==> src/design/sfbb_pkg.sv <==
`timescale 1ns / 1ps

package sfbb_pkg;

	// Configuration register indexes.
	localparam int CFG_IDX_W = 3;
	localparam logic [CFG_IDX_W-1:0] REG_KEY_COLOUR   = 3'd0;
	localparam logic [CFG_IDX_W-1:0] REG_FRAME_WIDTH  = 3'd1;
	localparam logic [CFG_IDX_W-1:0] REG_FRAME_HEIGHT = 3'd2;
	localparam logic [CFG_IDX_W-1:0] REG_TRIM_ENABLE  = 3'd3;

	localparam int CFG_DATA_W = 24;

	// Register reset values.
	localparam logic [23:0] KEY_COLOUR_RESET = 24'hFF00FF;
	localparam logic [8:0]  FRAME_DIM_RESET  = 9'd256;

	// One pixel request.
	typedef struct packed {
		logic [23:0] pixel;
		logic [7:0]  frame_col;
		logic [7:0]  frame_row;
	} pix_req_t;

	// One bounding box result.
	typedef struct packed {
		logic [7:0] tag_col;
		logic [7:0] tag_row;
		logic [7:0] left;
		logic [7:0] right;
		logic [7:0] top;
		logic [7:0] bottom;
		logic [6:0] centre_x;
		logic [6:0] centre_y;
		logic [8:0] trim_width;
		logic [8:0] trim_height;
	} box_req_t;

	// Status from the bounds tracker for the pixel now being processed.
	typedef struct packed {
		logic last_pixel;
		logic seen;
	} track_stat_t;

endpackage

==> src/design/sprite_frame_bounding_box.sv <==
`timescale 1ns / 1ps

// Foreground bounding box of sprite frames. Pixels of one frame arrive in raster
// order, one request per cycle, and each is compared with the key colour; every
// pixel that differs widens the box of content columns and rows. On the frame's
// last pixel one result request is issued with left, right, top and bottom, the
// halved spans as centre and the trimmed width and height, and the tracker starts
// afresh for the next frame. A blank frame reports its last column and row as
// the box; with trimming off the whole frame is reported. A pixel request waits
// in the input register and is then folded into the bounds, so the block
// sustains one pixel per clock, limited only by back-pressure on the result
// side: an occupied result register stalls only the last pixel of a frame. A
// frame width or height of zero acts as one, and values above MAX_FRAME_DIM are
// clamped to it. Any configuration write, whatever its index, restarts the frame
// in progress; the configuration port is always ready, and it is to be written
// only while no pixel request is in flight.
module sprite_frame_bounding_box #(
	parameter int MAX_FRAME_DIM = 256
) (
	input  logic                               clk,
	input  logic                               arst_n,
	input  logic                               pix_valid,
	output logic                               pix_stall,
	input  sfbb_pkg::pix_req_t                 pix,
	output logic                               box_valid,
	input  logic                               box_stall,
	output sfbb_pkg::box_req_t                 box,
	input  logic                               cfg_valid,
	output logic                               cfg_ready,
	input  logic [sfbb_pkg::CFG_IDX_W-1:0]     cfg_index,
	input  logic [sfbb_pkg::CFG_DATA_W-1:0]    cfg_data
);

	// Counter width, width holding the clamped dimension, width for the
	// comparison against the 9-bit register, and width of the span arithmetic.
	localparam int CW = $clog2(MAX_FRAME_DIM);
	localparam int EW = CW + 1;
	localparam int XW = (EW > 9) ? EW : 9;
	localparam int SW = (CW > 9) ? CW : 9;

	// Configuration registers.
	logic [23:0] key_q;
	logic [8:0]  width_q;
	logic [8:0]  height_q;
	logic        trim_q;
	logic        cfg_write;

	assign cfg_ready = 1'b1;
	assign cfg_write = cfg_valid && cfg_ready;

	always_ff @(posedge clk or negedge arst_n) begin
		if (!arst_n) begin
			key_q    <= sfbb_pkg::KEY_COLOUR_RESET;
			width_q  <= sfbb_pkg::FRAME_DIM_RESET;
			height_q <= sfbb_pkg::FRAME_DIM_RESET;
			trim_q   <= 1'b1;
		end else if (cfg_write) begin
			case (cfg_index)
				sfbb_pkg::REG_KEY_COLOUR:   key_q    <= cfg_data[23:0];
				sfbb_pkg::REG_FRAME_WIDTH:  width_q  <= cfg_data[8:0];
				sfbb_pkg::REG_FRAME_HEIGHT: height_q <= cfg_data[8:0];
				sfbb_pkg::REG_TRIM_ENABLE:  trim_q   <= cfg_data[0];
				default: begin
				end
			endcase
		end
	end

	// Effective dimensions: zero acts as one, anything above the maximum is
	// clamped. The last column and row index then always fit the counters.
	logic [XW-1:0] width_x;
	logic [XW-1:0] height_x;
	logic [XW-1:0] width_eff;
	logic [XW-1:0] height_eff;
	logic [XW-1:0] dim_max;
	logic [CW-1:0] width_m1;
	logic [CW-1:0] height_m1;

	assign width_x  = XW'(width_q);
	assign height_x = XW'(height_q);
	assign dim_max  = XW'(MAX_FRAME_DIM);

	always_comb begin
		if (width_x == '0) width_eff = XW'(1);
		else if (width_x > dim_max) width_eff = dim_max;
		else width_eff = width_x;
		if (height_x == '0) height_eff = XW'(1);
		else if (height_x > dim_max) height_eff = dim_max;
		else height_eff = height_x;
	end

	assign width_m1  = CW'(width_eff - XW'(1));
	assign height_m1 = CW'(height_eff - XW'(1));

	// Input register: holds one pixel request until it is folded into the
	// bounds. Only a frame's last pixel waits, and only for the result slot.
	logic               valid_s1;
	sfbb_pkg::pix_req_t pix_s1;
	logic               advance;
	logic               out_free;
	logic               pix_accept;
	sfbb_pkg::track_stat_t stat;

	assign out_free   = !box_valid || !box_stall;
	assign advance    = valid_s1 && (!stat.last_pixel || out_free);
	assign pix_stall  = valid_s1 && !advance;
	assign pix_accept = pix_valid && !pix_stall;

	always_ff @(posedge clk or negedge arst_n) begin
		if (!arst_n) begin
			valid_s1 <= 1'b0;
		end else if (pix_accept) begin
			valid_s1 <= 1'b1;
		end else if (advance) begin
			valid_s1 <= 1'b0;
		end
	end

	always_ff @(posedge clk) begin
		if (pix_accept) begin
			pix_s1 <= pix;
		end
	end

	// Position counters and running bounds, including the pixel now in stage 1.
	logic [CW-1:0] min_col_nxt;
	logic [CW-1:0] max_col_nxt;
	logic [CW-1:0] min_row_nxt;
	logic [CW-1:0] max_row_nxt;

	sfbb_bounds #(
		.CW(CW)
	) u_bounds (
		.clk        (clk),
		.arst_n     (arst_n),
		.restart    (cfg_write),
		.step       (advance),
		.hit        (pix_s1.pixel != key_q),
		.width_m1   (width_m1),
		.height_m1  (height_m1),
		.stat       (stat),
		.min_col_nxt(min_col_nxt),
		.max_col_nxt(max_col_nxt),
		.min_row_nxt(min_row_nxt),
		.max_row_nxt(max_row_nxt)
	);

	// Box selection: full frame when trimming is off, the last column and row
	// for a blank frame, the tracked bounds otherwise.
	logic [CW-1:0] box_l;
	logic [CW-1:0] box_r;
	logic [CW-1:0] box_t;
	logic [CW-1:0] box_b;
	logic [SW-1:0] l_ext;
	logic [SW-1:0] r_ext;
	logic [SW-1:0] t_ext;
	logic [SW-1:0] b_ext;
	logic [SW-1:0] span_x;
	logic [SW-1:0] span_y;
	sfbb_pkg::box_req_t box_d;

	always_comb begin
		if (!trim_q) begin
			box_l = '0;
			box_r = width_m1;
			box_t = '0;
			box_b = height_m1;
		end else if (!stat.seen) begin
			box_l = width_m1;
			box_r = width_m1;
			box_t = height_m1;
			box_b = height_m1;
		end else begin
			box_l = min_col_nxt;
			box_r = max_col_nxt;
			box_t = min_row_nxt;
			box_b = max_row_nxt;
		end
	end

	assign l_ext  = SW'(box_l);
	assign r_ext  = SW'(box_r);
	assign t_ext  = SW'(box_t);
	assign b_ext  = SW'(box_b);
	assign span_x = r_ext - l_ext;
	assign span_y = b_ext - t_ext;

	always_comb begin
		box_d.tag_col     = pix_s1.frame_col;
		box_d.tag_row     = pix_s1.frame_row;
		box_d.left        = l_ext[7:0];
		box_d.right       = r_ext[7:0];
		box_d.top         = t_ext[7:0];
		box_d.bottom      = b_ext[7:0];
		box_d.centre_x    = span_x[7:1];
		box_d.centre_y    = span_y[7:1];
		box_d.trim_width  = span_x[8:0] + 9'd1;
		box_d.trim_height = span_y[8:0] + 9'd1;
	end

	// Result register: loaded on a frame's last pixel, emptied when taken.
	logic load_box;

	assign load_box = advance && stat.last_pixel;

	always_ff @(posedge clk or negedge arst_n) begin
		if (!arst_n) begin
			box_valid <= 1'b0;
		end else if (load_box) begin
			box_valid <= 1'b1;
		end else if (!box_stall) begin
			box_valid <= 1'b0;
		end
	end

	always_ff @(posedge clk) begin
		if (load_box) begin
			box <= box_d;
		end
	end

	// A pixel held back in the input register is still there, unchanged,
	// in the next cycle.
	assert property (@(posedge clk) disable iff (!arst_n)
		(valid_s1 && !advance) |=> (valid_s1 && $stable(pix_s1)))
		else $error("held pixel request lost or changed");

	// A frame's last pixel always yields a result request.
	assert property (@(posedge clk) disable iff (!arst_n)
		(advance && stat.last_pixel) |=> box_valid)
		else $error("frame end produced no result");

	// Back-pressure is only applied while a pixel waits in the input register.
	assert property (@(posedge clk) disable iff (!arst_n)
		!valid_s1 |-> !pix_stall)
		else $error("stall raised with an empty input register");

endmodule

==> src/design/sfbb_bounds.sv <==
`timescale 1ns / 1ps

// Raster position counters and running content bounds of the current frame.
module sfbb_bounds #(
	parameter int CW = 8
) (
	input  logic                 clk,
	input  logic                 arst_n,
	input  logic                 restart,
	input  logic                 step,
	input  logic                 hit,
	input  logic [CW-1:0]        width_m1,
	input  logic [CW-1:0]        height_m1,
	output sfbb_pkg::track_stat_t stat,
	output logic [CW-1:0]        min_col_nxt,
	output logic [CW-1:0]        max_col_nxt,
	output logic [CW-1:0]        min_row_nxt,
	output logic [CW-1:0]        max_row_nxt
);

	logic [CW-1:0] col_q;
	logic [CW-1:0] row_q;
	logic [CW-1:0] min_col_q;
	logic [CW-1:0] max_col_q;
	logic [CW-1:0] min_row_q;
	logic [CW-1:0] max_row_q;
	logic          seen_q;
	logic          last_col;
	logic          last_row;

	assign last_col = col_q >= width_m1;
	assign last_row = row_q >= height_m1;

	always_comb begin
		min_col_nxt = min_col_q;
		max_col_nxt = max_col_q;
		min_row_nxt = min_row_q;
		max_row_nxt = max_row_q;
		if (hit) begin
			if (!seen_q) begin
				min_col_nxt = col_q;
				max_col_nxt = col_q;
				min_row_nxt = row_q;
				max_row_nxt = row_q;
			end else begin
				if (col_q < min_col_q) min_col_nxt = col_q;
				if (col_q > max_col_q) max_col_nxt = col_q;
				if (row_q < min_row_q) min_row_nxt = row_q;
				if (row_q > max_row_q) max_row_nxt = row_q;
			end
		end
	end

	assign stat.last_pixel = last_col && last_row;
	assign stat.seen       = seen_q || hit;

	always_ff @(posedge clk or negedge arst_n) begin
		if (!arst_n) begin
			col_q     <= '0;
			row_q     <= '0;
			min_col_q <= '1;
			max_col_q <= '0;
			min_row_q <= '1;
			max_row_q <= '0;
			seen_q    <= 1'b0;
		end else if (restart || (step && stat.last_pixel)) begin
			col_q     <= '0;
			row_q     <= '0;
			min_col_q <= '1;
			max_col_q <= '0;
			min_row_q <= '1;
			max_row_q <= '0;
			seen_q    <= 1'b0;
		end else if (step) begin
			min_col_q <= min_col_nxt;
			max_col_q <= max_col_nxt;
			min_row_q <= min_row_nxt;
			max_row_q <= max_row_nxt;
			seen_q    <= stat.seen;
			if (last_col) begin
				col_q <= '0;
				row_q <= row_q + CW'(1);
			end else begin
				col_q <= col_q + CW'(1);
			end
		end
	end

endmodule
==> config.mk <==
export PLATFORM = sky130hd
export DESIGN_NAME = sprite_frame_bounding_box
export DESIGN_NICKNAME = d
export VERILOG_FILES = /design/src/design/sfbb_pkg.sv /design/src/design/sprite_frame_bounding_box.sv /design/src/design/sfbb_bounds.sv
export SDC_FILE = /design/constraint.sdc
export NUM_CORES = 1
export LEC_CHECK = 0
export BUFFER_PORTS_ARGS = -buffer_cell sky130_fd_sc_hd__clkbuf_2
export CORE_AREA = 2 2 145 147
export DETAILED_ROUTE_END_ITERATION = 16
export DIE_AREA = 0 0 147 149
export GPL_TIMING_DRIVEN = 0
export PLACE_DENSITY = 0.84
export SETUP_SLACK_MARGIN = 0.05
export SLEW_MARGIN = 20
export SYNTH_ARGS = -nofsm -noshare
export SYNTH_HDL_FRONTEND = slang
export SYNTH_SLANG_ARGS = --single-unit
==> constraint.sdc <==
create_clock -name clk -period 9 [get_ports clk]
set_input_delay 0.9 -clock clk [delete_from_list [all_inputs] [get_ports clk]]
set_output_delay 0.9 -clock clk [all_outputs]
set_load 0.01 [all_outputs]
==> results.ini, run 1 <==
[run_status]
outcome = complete, no violations

[critical_path]
path_class = reg -> out
cp-start-kind = register
path_max_fanout = 7
cp-end-kind = output pin
arrival_ns = 4.73
crit_required_ns = 8.10

[place]
routabilityCongestion = 0.9346
hpwl_um = 19870
portBuffers = 152
place_inst = 1403
preCtsSetupSlack_ns = 3.734
detailed_place.area_mm2 = 0.01260

[final_layout]
fin_nets = 1293
antenna-diode-count = 0
instances_no_fill = 1445
final_area_mm2 = 0.01336
areaGrowthSynthToFinish_pct = 17.20
utilization = 0.6498
drive_gt1_frac = 0.2641

[pwr]
power_density_mw_per_mm2 = 206.5
p_int_mw = 1.955
seq_power_share = 0.438
p_leak_nw = 5.435
peakVddDrop_mv = 0.1819
p_sw_frac = 0.2913
pwr-share-clk = 0.336
p_switching_uw = 803.6
total_power_mw = 2.758
pwr-share-comb = 0.226

[cts]
clkSinkCount = 214
cts-resized-gates = 0
clockRootBuffer = clkbuf_16
cts_hold_buf = 0
cts_setup_buffers = 0
cts.path.max_buffers = 3
clock_latency_ns = 0.53
path_clk_slew_ns = 0.06
cts_buffers = 23
htreeDepth = 1
cts_tree = done

[sta]
fin_crit_sh = 0.6256
fmax_ghz = 0.1776
hold_violations = 0
drv_slew = 0
rsz0062_at_grt = no
finalSetupTns_ns = 0
finalCriticalPeriod_ns = 5.630
setup_violations = 0
timing.final.ws_setup_ns = 3.370
relSlewSlack = 0.3089
hold-worst-slack_ns = 0.2561
fin_skew_ns = 0.008883
worst_slew_pin_slew_ns = 1.030

[detailed_routing]
antenna_left = 0
routed_wl_um = 26940
num_vias = 8699
post_drt_wl_per_cell_um = 18.64
vias_per_cell = 6.020
dr.first_iter.drc_count = 588
drt_pass1_iterations = 5
drc = 0

[yosys]
yosysSeqAreaShare = 0.5263
syn_nets = 1113
syn_inst = 973
synthTopCellsByArea = edfxtp_1 (32%), dfrtp_1 (13%), dfstp_2 (8.1%)
synthesis.area_mm2 = 0.01140
ys_ff_latch = 214
ys.flop_type = edfxtp_1
synthDistinctLibCells = 74
synthArstFlopShare = 0.4393
synth_edf_count = 120
synth_top_area_frac = 0.3161
yosysTopAreaCell = edfxtp_1
synth_area_per_cell_um2 = 11.71
synth-warning-count = 0

[global_routing]
antenna_found_initial = 0
grt_usage = 0.2485
grt_pass1_wl_um = 43330
grt_max_degree = 70
grt_pass1_vias = 8487
overflow = 0

[floorplan]
die_h_um = 149
die_area_mm2 = 0.02190
die_w_um = 147
initial_utilization = 0.5545
core_mm2 = 0.02056
pin_count = 155
row_count = 53

[job]
maxCapViolCount = 0

[min_path]
hp-class = in -> async

==> logic make-up after synthesis <==
family / Yosys count / share of synthesized area
AOI/OAI and AO/OA: 273 / 0.1649
DFF: 214 / 0.5263
and+or+nand+nor: 206 / 0.09901
buffers and inverters: 106 / 0.04204
adders and majority gates: 68 / 0.07596
muxes: 58 / 0.05532
xor gates and xnor gates: 47 / 0.03611
other: 1 / 0.0003290
==> power groups by stage <==
stage / Clock, mW / Combinational, mW / Sequential [mW]
CTS: 0.936 / 0.621 / 1.21
global route: 0.983 / 0.699 / 1.22
finish: 0.927 / 0.623 / 1.21
detailed placement: 0 / 0.611 / 1.23
global placement: 0 / 0.584 / 1.22
floorplan: 0 / 0.456 / 1.21
==> final timing paths <==
kind | end | slack (ns) | cells past startpoint | startpoint
worst max-delay path | pix_stall | 3.37 | 15 | width_q[2]$_DFFE_PN0P_
worst min-delay path | key_q[11]$_DFFE_PN0P_ | 0.26 | 1 | arst_n
max in group asynchronous | u_bounds.min_col_q[5]$_DFFE_PN1P_ | 8.08 | 2 | arst_n
min in group clk | box[76]$_DFFE_PP_ | 0.41 | 0 | box_d[76]$_DFFE_PP_
worst max register to register | box[7]$_DFFE_PP_ | 3.73 | 15 | key_q[2]$_DFFE_PN1P_
worst min register to register | box[76]$_DFFE_PP_ | 0.41 | 0 | box_d[76]$_DFFE_PP_
==> layer usage <==
metal | wire [um] | up-vias | track usage
met3 | 2425 | 59 | 0.05780
met2 | 12750 | 395 | 0.4117
met1 | 10990 | 4155 | 0.3267
li1 | - | 4090 | -
met5 | 0 | - | 0
met4 | 773 | 0 | 0.08173
==> synth_stat cells (13+ instances only) <==
cell type and number:
nand4_1 24, nor2_1 34, dfstp_2 35, o211ai_1 13, nand2_1 36, nor3_1 18
inv_1 54, xor2_1 35, ha_1 66, clkbuf_1 24, a22oi_1 16, o22a_1 14
mux2i_1 18, o22ai_1 18, o21ai_0 57, a21oi_1 51, dfrtp_1 59, mux2_2 40
o31ai_1 26, nand3_1 21, edfxtp_1 120
==> sequential cells by signal, indices dropped and copies added, names as in the netlist <==
name	count
u_bounds.seen_q	1
u_bounds.max_row_q	8
height_q	9
u_bounds.min_col_q	8
box_d	16
trim_q	1
u_bounds.row_q	8
pix_s1	24
u_bounds.col_q	8
box_valid	1
u_bounds.min_row_q	8
box	80
width_q	9
valid_s1	1
u_bounds.max_col_q	8
key_q	24
==> critical path, cell delays in order, from the launching register on <==
cell and delay (ns):
dfrtp_1 0.45, or4_1 0.60, nor3_1 0.28, a21oi_1 0.12
nor2_1 0.45, inv_1 0.13, ha_1 0.30, a32o_1 0.24
a21oi_1 0.44, ha_1 0.33, o21ai_0 0.15, nand2b_1 0.14
and2_1 0.24, nand3_1 0.15, inv_1 0.07, clkbuf_2 0.13
==> cell type report <==
cell class | instances | area (um^2)
clock inverter | 8 | 87.58
inverter | 54 | 202.7
fill | 1586 | 7198
sequential | 214 | 6000
buffer | 52 | 276.5
multi-input combinational | 653 | 4936
tap | 275 | 344.1
clock buffer | 34 | 660.6
timing repair buffer | 155 | 852.1
==> layout by cell type (no fill, tap or decap), types with 21 or more instances in the layout <==
cell type | Yosys | routed
o21ai_0 | 57 | 57
clkbuf_1 | 24 | 30
clkbuf_16 | 0 | 23
o31ai_1 | 26 | 26
dfstp_2 | 35 | 35
xor2_1 | 35 | 35
inv_1 | 54 | 54
a21oi_1 | 51 | 51
dfrtp_1 | 59 | 59
mux2_2 | 40 | 40
nand2_1 | 36 | 36
nor2_1 | 34 | 34
clkbuf_2 | 3 | 154
edfxtp_1 | 120 | 120
nand4_1 | 24 | 24
ha_1 | 66 | 66
nand3_1 | 21 | 21
Power figures use the tool's default switching activity.
==> run 2: changes to the inputs <==
Clock period 9 ns to 5.6 ns, I/O delays scaled along.
==> results.ini, run 2 (synthesis results as in run 1) <==
[sta]
relSlewSlack = 0.3256  ; +0.01666
drv_slew = 0  ; unchanged
fin_crit_sh = 0.9381
hold_violations = 0  ; unchanged
timing.final.ws_setup_ns = 0.3466  ; -3.023 ns
fin_skew_ns = 0.009774  ; +0.0008913 ns
hold-worst-slack_ns = 0.2194  ; -0.03674 ns
rsz0062_at_grt = no
setup_violations = 0  ; unchanged
finalCriticalPeriod_ns = 5.253
worst_slew_pin_slew_ns = 1.003  ; -0.02777 ns
finalSetupTns_ns = 0  ; unchanged
fmax_ghz = 0.1904

[global_routing]
grt_pass1_wl_um = 45220  ; +4.4%
grt_pass1_vias = 8476  ; -0.13%
antenna_found_initial = 0  ; unchanged
overflow = 0  ; unchanged
grt_usage = 0.2602  ; +0.01170
grt_max_degree = 87  ; +24%

[detailed_routing]
dr.first_iter.drc_count = 806  ; +37%
vias_per_cell = 6.145  ; +2.1%
post_drt_wl_per_cell_um = 20.21  ; +8.4%
routed_wl_um = 29270  ; +8.6%
drt_pass1_iterations = 5  ; unchanged
antenna_left = 0  ; unchanged
drc = 0  ; unchanged
num_vias = 8898  ; +2.3%

[floorplan]
die_area_mm2 = 0.02190  ; unchanged
row_count = 53  ; unchanged
die_h_um = 149  ; unchanged
initial_utilization = 0.5545  ; unchanged
pin_count = 155  ; unchanged
core_mm2 = 0.02056  ; unchanged
die_w_um = 147  ; unchanged

[final_layout]
largest-register = box
largest_registers = box (80), key_q (24), pix_s1 (24)
largest_reg_flops = 80  ; unchanged
drive_gt1_frac = 0.2660  ; +0.001882
fin_nets = 1297  ; +0.31%
multi_input_area_mm2 = 0.004950  ; +0.28%
utilization = 0.6504  ; about the same
areaGrowthSynthToFinish_pct = 17.30  ; about the same
final_common_cell = clkbuf_2
final-seq-area_mm2 = 0.006000  ; unchanged
final_cell_mix = clkbuf_2 (154), edfxtp_1 (120), ha_1 (66), dfrtp_1 (59), o21ai_0 (57)
final_area_mm2 = 0.01337  ; about the same
fillers = 1531  ; -3.5%
antenna-diode-count = 0  ; unchanged
instances_no_fill = 1448  ; +0.21%

[critical_path]
cp-startpoint = width_q[2]$_DFFE_PN0P_
crit_buf_inv = 3  ; unchanged
cp-end-kind = output pin
max_stage_delay_ns = 0.61  ; about the same
cp-start-kind = register
reg2reg_from = width_q[2]$_DFFE_PN0P_
arrival_ns = 4.69  ; -0.04 ns
crit_family = simple AND/OR/NAND/NOR gates
slowest_stage = or4_1
path_class = reg -> out
worst-r2r-cell-count = 15  ; unchanged
crit_required_ns = 5.04  ; -3.06 ns
path_cells = or4_1, nor3_1, a21oi_1, nor2_2, inv_1, ha_1, a32o_1, a21oi_2, ha_1, o21ai_0, nand2b_1, and2_1, nand3_1, inv_1, clkbuf_2
path_max_fanout = 7  ; unchanged
critical_path_cell_count = 15  ; unchanged

[cts]
path_clk_slew_ns = 0.06  ; about the same
cts.path.max_buffers = 3  ; unchanged
clockRootBuffer = clkbuf_16
cts_buffers = 22  ; -4.3%
htreeDepth = 1  ; unchanged
cts_tree = done
clock_latency_ns = 0.51  ; -0.02 ns
clkSinkCount = 214  ; unchanged

[min_path]
hp-start = pix[39]
min_path_cells = 1
hp-class = in -> reg

[run_status]
outcome = complete, no violations

[place]
routabilityCongestion = 0.9386  ; +0.43%
preCtsSetupSlack_ns = 0.04914  ; -3.685 ns
hpwl_um = 21210  ; +6.7%
place_inst = 1404  ; +0.071%
detailed_place.area_mm2 = 0.01261  ; about the same
portBuffers = 152  ; unchanged

[pwr]
peakVddDrop_mv = 0.1698  ; -6.6%
p_leak_nw = 5.411  ; -0.43%
power_density_mw_per_mm2 = 328.4  ; +59%
total_power_mw = 4.391  ; +59%

[job]
maxCapViolCount = 0  ; unchanged

==> run 2: cell count changes in the layout (fill, tap and decap cells not counted), sizes merged <==
cell         delta
inv             -2
dlygate4sd3     +1
o2111a          +1
bufinv          +1
buf             +3
clkbuf          -5
clkinv          +4
==> run 2: report_power, final <==
part,leakage (nW),internal (mW),switching (mW)
combinational,2.80,0.413,0.610
clock,0.335,0.822,0.602
sequential,2.27,1.86,0.0826
==> run 2: final timing paths <==
kind	slack, ns	endpoint
max	0.35	pix_stall
min	0.22	pix_s1[39]$_DFFE_PP_
max reg2reg	0.46	u_bounds.min_row_q[3]$_DFFE_PN1P_
min reg2reg	0.42	box[74]$_DFFE_PP_
max in group asynchronous	4.50	key_q[3]$_DFFE_PN1P_
min in group asynchronous	0.43	box_valid$_DFFE_PN0P_
==> run 2: layer usage <==
metal / track usage / routed length, um / share of wire / vias to the layer above
met1: 0.3619 / 12460 / 0.43 / 4336
met3: 0.03303 / 2334 / 0.080 / 66
met5: 0 / 0 / 0 / -
li1: - / - / - / 4103
met2: 0.4303 / 13710 / 0.47 / 393
met4: 0.08269 / 761 / 0.026 / 0
==> run 2: timing repair <==
| item | in CTS | in global routing |
|---|---|---|
| gates cloned | 0 | 1 |
| hold buffers | 1 | 0 |
| gates resized for setup | 1 | 5 |
| buffers inserted | 0 | 2 |
| endpoints found under the hold margin | 8 | 0 |
| endpoints found under the setup margin | 29 | 99 |
| pin swaps | 1 | 2 |
==> run 2: final cells by class <==
class / count / share of cell area
Sequential cell: 214 / 0.4487
Inverter: 54 / 0.01516
Clock buffer: 29 / 0.04314
Tap cell: 275 / 0.02573
Multi-Input combinational cell: 654 / 0.3702
Buffer: 52 / 0.02068
Timing Repair Buffer: 159 / 0.06747
Clock inverter: 11 / 0.008890
